### src/hw/rtl/deadline_timer_queue_defines.svh
// Assertion macros used by the deadline timer queue top level.
`ifndef DEADLINE_TIMER_QUEUE_DEFINES_SVH
`define DEADLINE_TIMER_QUEUE_DEFINES_SVH

// Checks that the consequent holds in the same cycle as the antecedent.
`define DTQ_ASSERT_SAME(label, clk, rst_n, ante, cons, msg) \
  label: assert property (@(posedge clk) disable iff (!rst_n) (ante) |-> (cons)) \
    else $error(msg);

// Checks that the consequent holds in the cycle after the antecedent.
`define DTQ_ASSERT_NEXT(label, clk, rst_n, ante, cons, msg) \
  label: assert property (@(posedge clk) disable iff (!rst_n) (ante) |=> (cons)) \
    else $error(msg);

`endif

### src/hw/rtl/dtq_pkg.sv
// Shared types and constants for the deadline timer queue.
package dtq_pkg;

  localparam int ID_BITS      = 8;
  localparam int TIMEOUT_BITS = 24;
  localparam int DELAY_BITS   = 24;
  localparam int SEQ_BITS     = 64;
  localparam int MAX_EXPIRE   = 32;
  localparam int EXP_CNT_BITS = 6;

  localparam logic [DELAY_BITS-1:0] DELAY_MAX = '1;

  typedef logic [SEQ_BITS-1:0]     seq_t;
  typedef logic [ID_BITS-1:0]      id_t;
  typedef logic [EXP_CNT_BITS-1:0] exp_cnt_t;

  typedef enum logic [1:0] {
    MODE_ARM     = 2'd0,
    MODE_ADJUST  = 2'd1,
    MODE_ADVANCE = 2'd2,
    MODE_POP     = 2'd3
  } mode_t;

  typedef enum logic [1:0] {
    KIND_ACK     = 2'd0,
    KIND_EXPIRED = 2'd1,
    KIND_REPORT  = 2'd2
  } kind_t;

  typedef enum logic [1:0] {
    STATUS_OK     = 2'd0,
    STATUS_FULL   = 2'd1,
    STATUS_ABSENT = 2'd2
  } status_t;

  typedef enum logic [1:0] {
    CELL_HOLD   = 2'd0,
    CELL_REMOVE = 2'd1,
    CELL_INSERT = 2'd2
  } cell_op_t;

  // Command broadcast to every cell of the sorted chain.
  typedef struct packed {
    cell_op_t op;
    id_t      match_id;
  } cell_ctl_t;

endpackage

### src/hw/rtl/dtq_cell.sv
// One cell of the sorted timer chain: holds a single timer and trades it with its neighbors.
module dtq_cell #(
  parameter int TIME_BITS = 32
) (
  input  logic                   clk,
  input  logic                   rst_n,
  input  dtq_pkg::cell_ctl_t     ctl,
  input  logic [TIME_BITS-1:0]   key_dl,
  input  dtq_pkg::seq_t          key_seq,
  input  logic                   flag_in,
  input  logic                   lft_vld,
  input  dtq_pkg::id_t           lft_id,
  input  logic [TIME_BITS-1:0]   lft_dl,
  input  dtq_pkg::seq_t          lft_seq,
  input  logic                   rgt_vld,
  input  dtq_pkg::id_t           rgt_id,
  input  logic [TIME_BITS-1:0]   rgt_dl,
  input  dtq_pkg::seq_t          rgt_seq,
  output logic                   flag_out,
  output logic                   vld,
  output dtq_pkg::id_t           id,
  output logic [TIME_BITS-1:0]   dl,
  output dtq_pkg::seq_t          seq,
  output dtq_pkg::seq_t          hit_seq
);

  logic                 vld_r, vld_nxt;
  dtq_pkg::id_t         id_r, id_nxt;
  logic [TIME_BITS-1:0] dl_r, dl_nxt;
  dtq_pkg::seq_t        seq_r, seq_nxt;
  logic [TIME_BITS-1:0] diff;
  logic                 hit;
  logic                 key_first;

  // The key goes ahead of this entry when the entry is empty, when its deadline is
  // earlier by wrapped difference, or when deadlines tie and it was armed first.
  assign diff      = key_dl - dl_r;
  assign hit       = vld_r && (id_r == ctl.match_id);
  assign key_first = !vld_r || ((diff == '0) ? (key_seq < seq_r) : diff[TIME_BITS-1]);
  assign hit_seq   = hit ? seq_r : '0;

  always_comb begin
    vld_nxt  = vld_r;
    id_nxt   = id_r;
    dl_nxt   = dl_r;
    seq_nxt  = seq_r;
    flag_out = flag_in;
    unique case (ctl.op)
      dtq_pkg::CELL_HOLD: begin
        flag_out = flag_in;
      end
      dtq_pkg::CELL_REMOVE: begin
        flag_out = flag_in | hit;
        if (flag_out) begin
          vld_nxt = rgt_vld;
          id_nxt  = rgt_id;
          dl_nxt  = rgt_dl;
          seq_nxt = rgt_seq;
        end
      end
      dtq_pkg::CELL_INSERT: begin
        flag_out = flag_in | key_first;
        if (flag_in) begin
          vld_nxt = lft_vld;
          id_nxt  = lft_id;
          dl_nxt  = lft_dl;
          seq_nxt = lft_seq;
        end else if (key_first) begin
          vld_nxt = 1'b1;
          id_nxt  = ctl.match_id;
          dl_nxt  = key_dl;
          seq_nxt = key_seq;
        end
      end
      default: begin
        flag_out = flag_in;
      end
    endcase
  end

  always_ff @(posedge clk) begin
    if (!rst_n) begin
      vld_r <= 1'b0;
    end else begin
      vld_r <= vld_nxt;
    end
  end

  always_ff @(posedge clk) begin
    id_r  <= id_nxt;
    dl_r  <= dl_nxt;
    seq_r <= seq_nxt;
  end

  assign vld = vld_r;
  assign id  = id_r;
  assign dl  = dl_r;
  assign seq = seq_r;

endmodule

### config.mk
export PLATFORM = sky130hd
export DESIGN_NAME = dtq_cell
export DESIGN_NICKNAME = d
export VERILOG_FILES = /design/src/hw/rtl/deadline_timer_queue_defines.svh /design/src/hw/rtl/dtq_pkg.sv /design/src/hw/rtl/dtq_cell.sv
export SDC_FILE = /design/constraint.sdc
export NUM_CORES = 1
export LEC_CHECK = 0
export BUFFER_PORTS_ARGS = -buffer_cell sky130_fd_sc_hd__buf_2
export CAP_MARGIN = 30
export CORE_AREA = 2 2 191 193
export DETAILED_ROUTE_END_ITERATION = 16
export DIE_AREA = 0 0 193 195
export GPL_ROUTABILITY_DRIVEN = 0
export GPL_TIMING_DRIVEN = 1
export SYNTH_ARGS = -nofsm -noshare
export SYNTH_HDL_FRONTEND = slang
export SYNTH_SLANG_ARGS = --single-unit
export TNS_END_PERCENT = 50
### constraint.sdc
create_clock -name clk -period 6.88 [get_ports clk]
set_clock_uncertainty 0.15 [all_clocks]
set_input_delay 1.376 -clock clk [delete_from_list [all_inputs] [get_ports clk]]
set_output_delay 1.376 -clock clk [all_outputs]
set_load 0.02 [all_outputs]
==> metrics.md <==
| Metric | Value |
|---|---|
| Die ar. | 37640 um2 |
| WHS | 0.4112 ns |
| Placed Instances | 2019 |
| Commonest non-fill, non-tap cells in the layout | 488 x buf_2, 155 x a21oi_1, 129 x nor2_1 |
| CTS root buf | clkbuf_16 |
| Synth warn | 0 |
| Max IR drop VDD | 117.9 uV |
| P_sw | 815.4 uW |
| Unrepaired setup endpoints after global routing | false |
| Clock Pin Slew Worst Setup and Hold Paths | 0.07 ns |
| Worst slew margin | 35.55% |
| Crit Path Max Fanout | 10 |
| Largest net degree at the start of global routing | 107 |
| GRT met3 Usage | 3.307% |
| HPWL after detailed placement | 32550 um |
| Setup crit end kind | output port |
| I/O Buffers | 488 |
| Vias | 10.40k |
| Antenna violations before repair | 3 |
| Clock Sink Count | 105 |
| Final nets | 1985 |
| Die height | 195 um |
| Syn-to-layout area delta | 32.46% |
| Area of the multi-input gates | 5921 um2 |
| Global route total overflow | 0 |
| Outcome | complete, no violations |
| Worst hold path class | flip-flop to flip-flop |
| Post-Syn Area | 9738 um2 |
| H-tree depth | 3 |
| GR Util met1 | 23.38% |
| FILL cells | 3778 |
| Final Cell Area | 12900 um2 |
| Grt peak-use layer | met2 |
| Sequential power share | 37.2% |
| Static leakage | 6.302 nW |
| First-pass GRT wire length | 56750 um |
| Worst R2R Setup Slack | 2.18 ns |
| Crit Path Class | primary input to output port |
| MaxCap Viol Count | 0 |
| Power Total | 2.154 mW |
| Layout cell share with drive strength beyond 1 | 33.84% |
| Switch share | 37.86% |
| Clock share of power | 24.0% |
| Post-Layout Cell Count | 2036 |
| Commonest register cell after synthesis | edfxtp_1 |
| CTS tree | built |
| Cell variety after synth | 70 |
| Pwr Density | 167.0 nW/um2 |
| Number of antenna diodes | 0 |
| CTS Buf Count | 9 |
| Type of origin of the critical path | primary input |
| Post-DRT Antenna Nets | 0 |
| Post-route setup TNS | 0 ns |
| Final Cycle Share | 94.08% |
| Worst EP arrival | 4.95 ns |
| CTS resizes | 0 |
| WL final | 39660 um |
| DP Area | 12590 um2 |
| CTS max path bufs | 2 |
| Post-synthesis sequential area ratio | 32.28% |
| Tot GR Track Use | 19.85% |
| Synth Instances | 1125 |
| Setup violations, final | 0 |
| Max Transition Viols Final | 0 |
| Die Width | 193 um |
| Post-Syn Nets | 1540 |
| Clock period minus worst slack | 6.473 ns |
| Vias in the first global route | 9985 |
| Register area | 3143 um2 |
| #FFs+latches synth | 105 |
| Row count | 69 |
| Worst EP required | 5.35 ns |
| Core box area | 35400 um2 |
| Final Hold Fails | 0 |
| Starting density of the core | 27.51% |
| Post-CTS Setup Inserts | 0 |
| Post-Syn Area per Cell | 8.656 um2 |
| Logic gate share of total power | 38.8% |
| Synth async-reset ratio | 0% |
| Worst-Margin Slew | 0.9667 ns |
| DR vias/cell | 5.109 |
| IO Pins | 489 |
| Internal power | 1.338 mW |
| FMAX | 154.5 MHz |
| DRT iter0 DRCs | 494 |
| DRC | 0 |
| WL per Instance | 19.48 um |
| Hold buffers post-CTS | 0 |
| DR pass1 iterations | 7 |
| Post-synth EDFFs | 104 |
| Met2 Resource Use GR | 36.52% |
| Clock Latency Late Sink | 0.38 ns |
| Commonest non-fill, non-tap cell in the layout | buf_2 |
[flip-flops by register name (all words and copies together) (netlist names)]
name  flops
id        8
vld       1
seq      64
dl       32
[synthesized netlist by cell type, types with 16 or more instances]
master      n  area share (%)
ha_1       96              12
nor3_1     16            0.82
edfxtp_1  104              32
o21ai_0    27             1.4
nor4_1     78             5.0
mux2i_1   106              11
inv_1     103             4.0
nor2_1    129             5.0
nand4_1    25             1.6
nand2_1    49             1.9
a21oi_1   155             8.0
clkbuf_1   50             1.9
[power by group through the flow]
stage               clock [mW]  sequential (mW)  combinational (mW)
CTS                      0.541            0.802               0.832
finish                   0.517            0.802               0.835
detailed placement           0            0.817               0.828
floorplan                    0            0.878               0.454
global placement             0            0.815               0.820
global route             0.552            0.809               0.913
[metal layers]
| metal | wire length, um | up-vias |
|---|---|---|
| met5 | 49 | - |
| met4 | 890 | 6 |
| met3 | 2562 | 52 |
| met2 | 20090 | 419 |
| met1 | 16060 | 4840 |
| li1 | - | 5084 |
[layout make-up]
cell class / instances / area share, %
sequential: 105 / 24.37
timing repair buffer: 503 / 20.09
tap: 461 / 4.472
multi-input combinational: 848 / 45.90
clock buffer: 9 / 1.746
inverter: 103 / 2.997
clock inverter: 7 / 0.4268
[final timing paths]
kind | from | end | cells after the start
worst max-delay path | key_dl[12] | flag_out | 12
worst min-delay path | vld$_SDFFE_PN0P_ | vld$_SDFFE_PN0P_ | 2
worst max register to register | dl[12]$_DFFE_PP_ | dl[4]$_DFFE_PP_ | 11
worst min register to register | vld$_SDFFE_PN0P_ | vld$_SDFFE_PN0P_ | 2
[cell families after synthesis]
logic type                 Yosys count  share of synthesized area, %
adders and majority gates           96                         12.33
muxes                              107                         11.01
xor gates and xnor gates            18                         1.619
buffers and inverters              172                         7.208
DFF                                105                         32.28
and+or+nand+nor                    353                         18.14
AOI/OAI and AO/OA                  274                         17.41
[critical path, stage by stage]
cell and delay [ns]:
buf_2 0.11, ha_1 0.42, a21oi_1 0.44, o21ai_1 0.19, a221oi_4 0.45, a311oi_1 0.26, a31oi_1 0.48, nand4_1 0.21
or4_4 0.60, nand2_1 0.10, a31o_1 0.14, buf_2 0.17
[per-stage QoR]
step                      util (%)  worst slack, ns
after floorplan                  -           0.6830
after global placement       35.56          -0.1368
after detailed placement     35.57           0.3917
after CTS                    36.36           0.3563
after global routing         36.44           0.1821
final                        36.44           0.4071
Note: power is estimated with default switching activity, not from simulation.
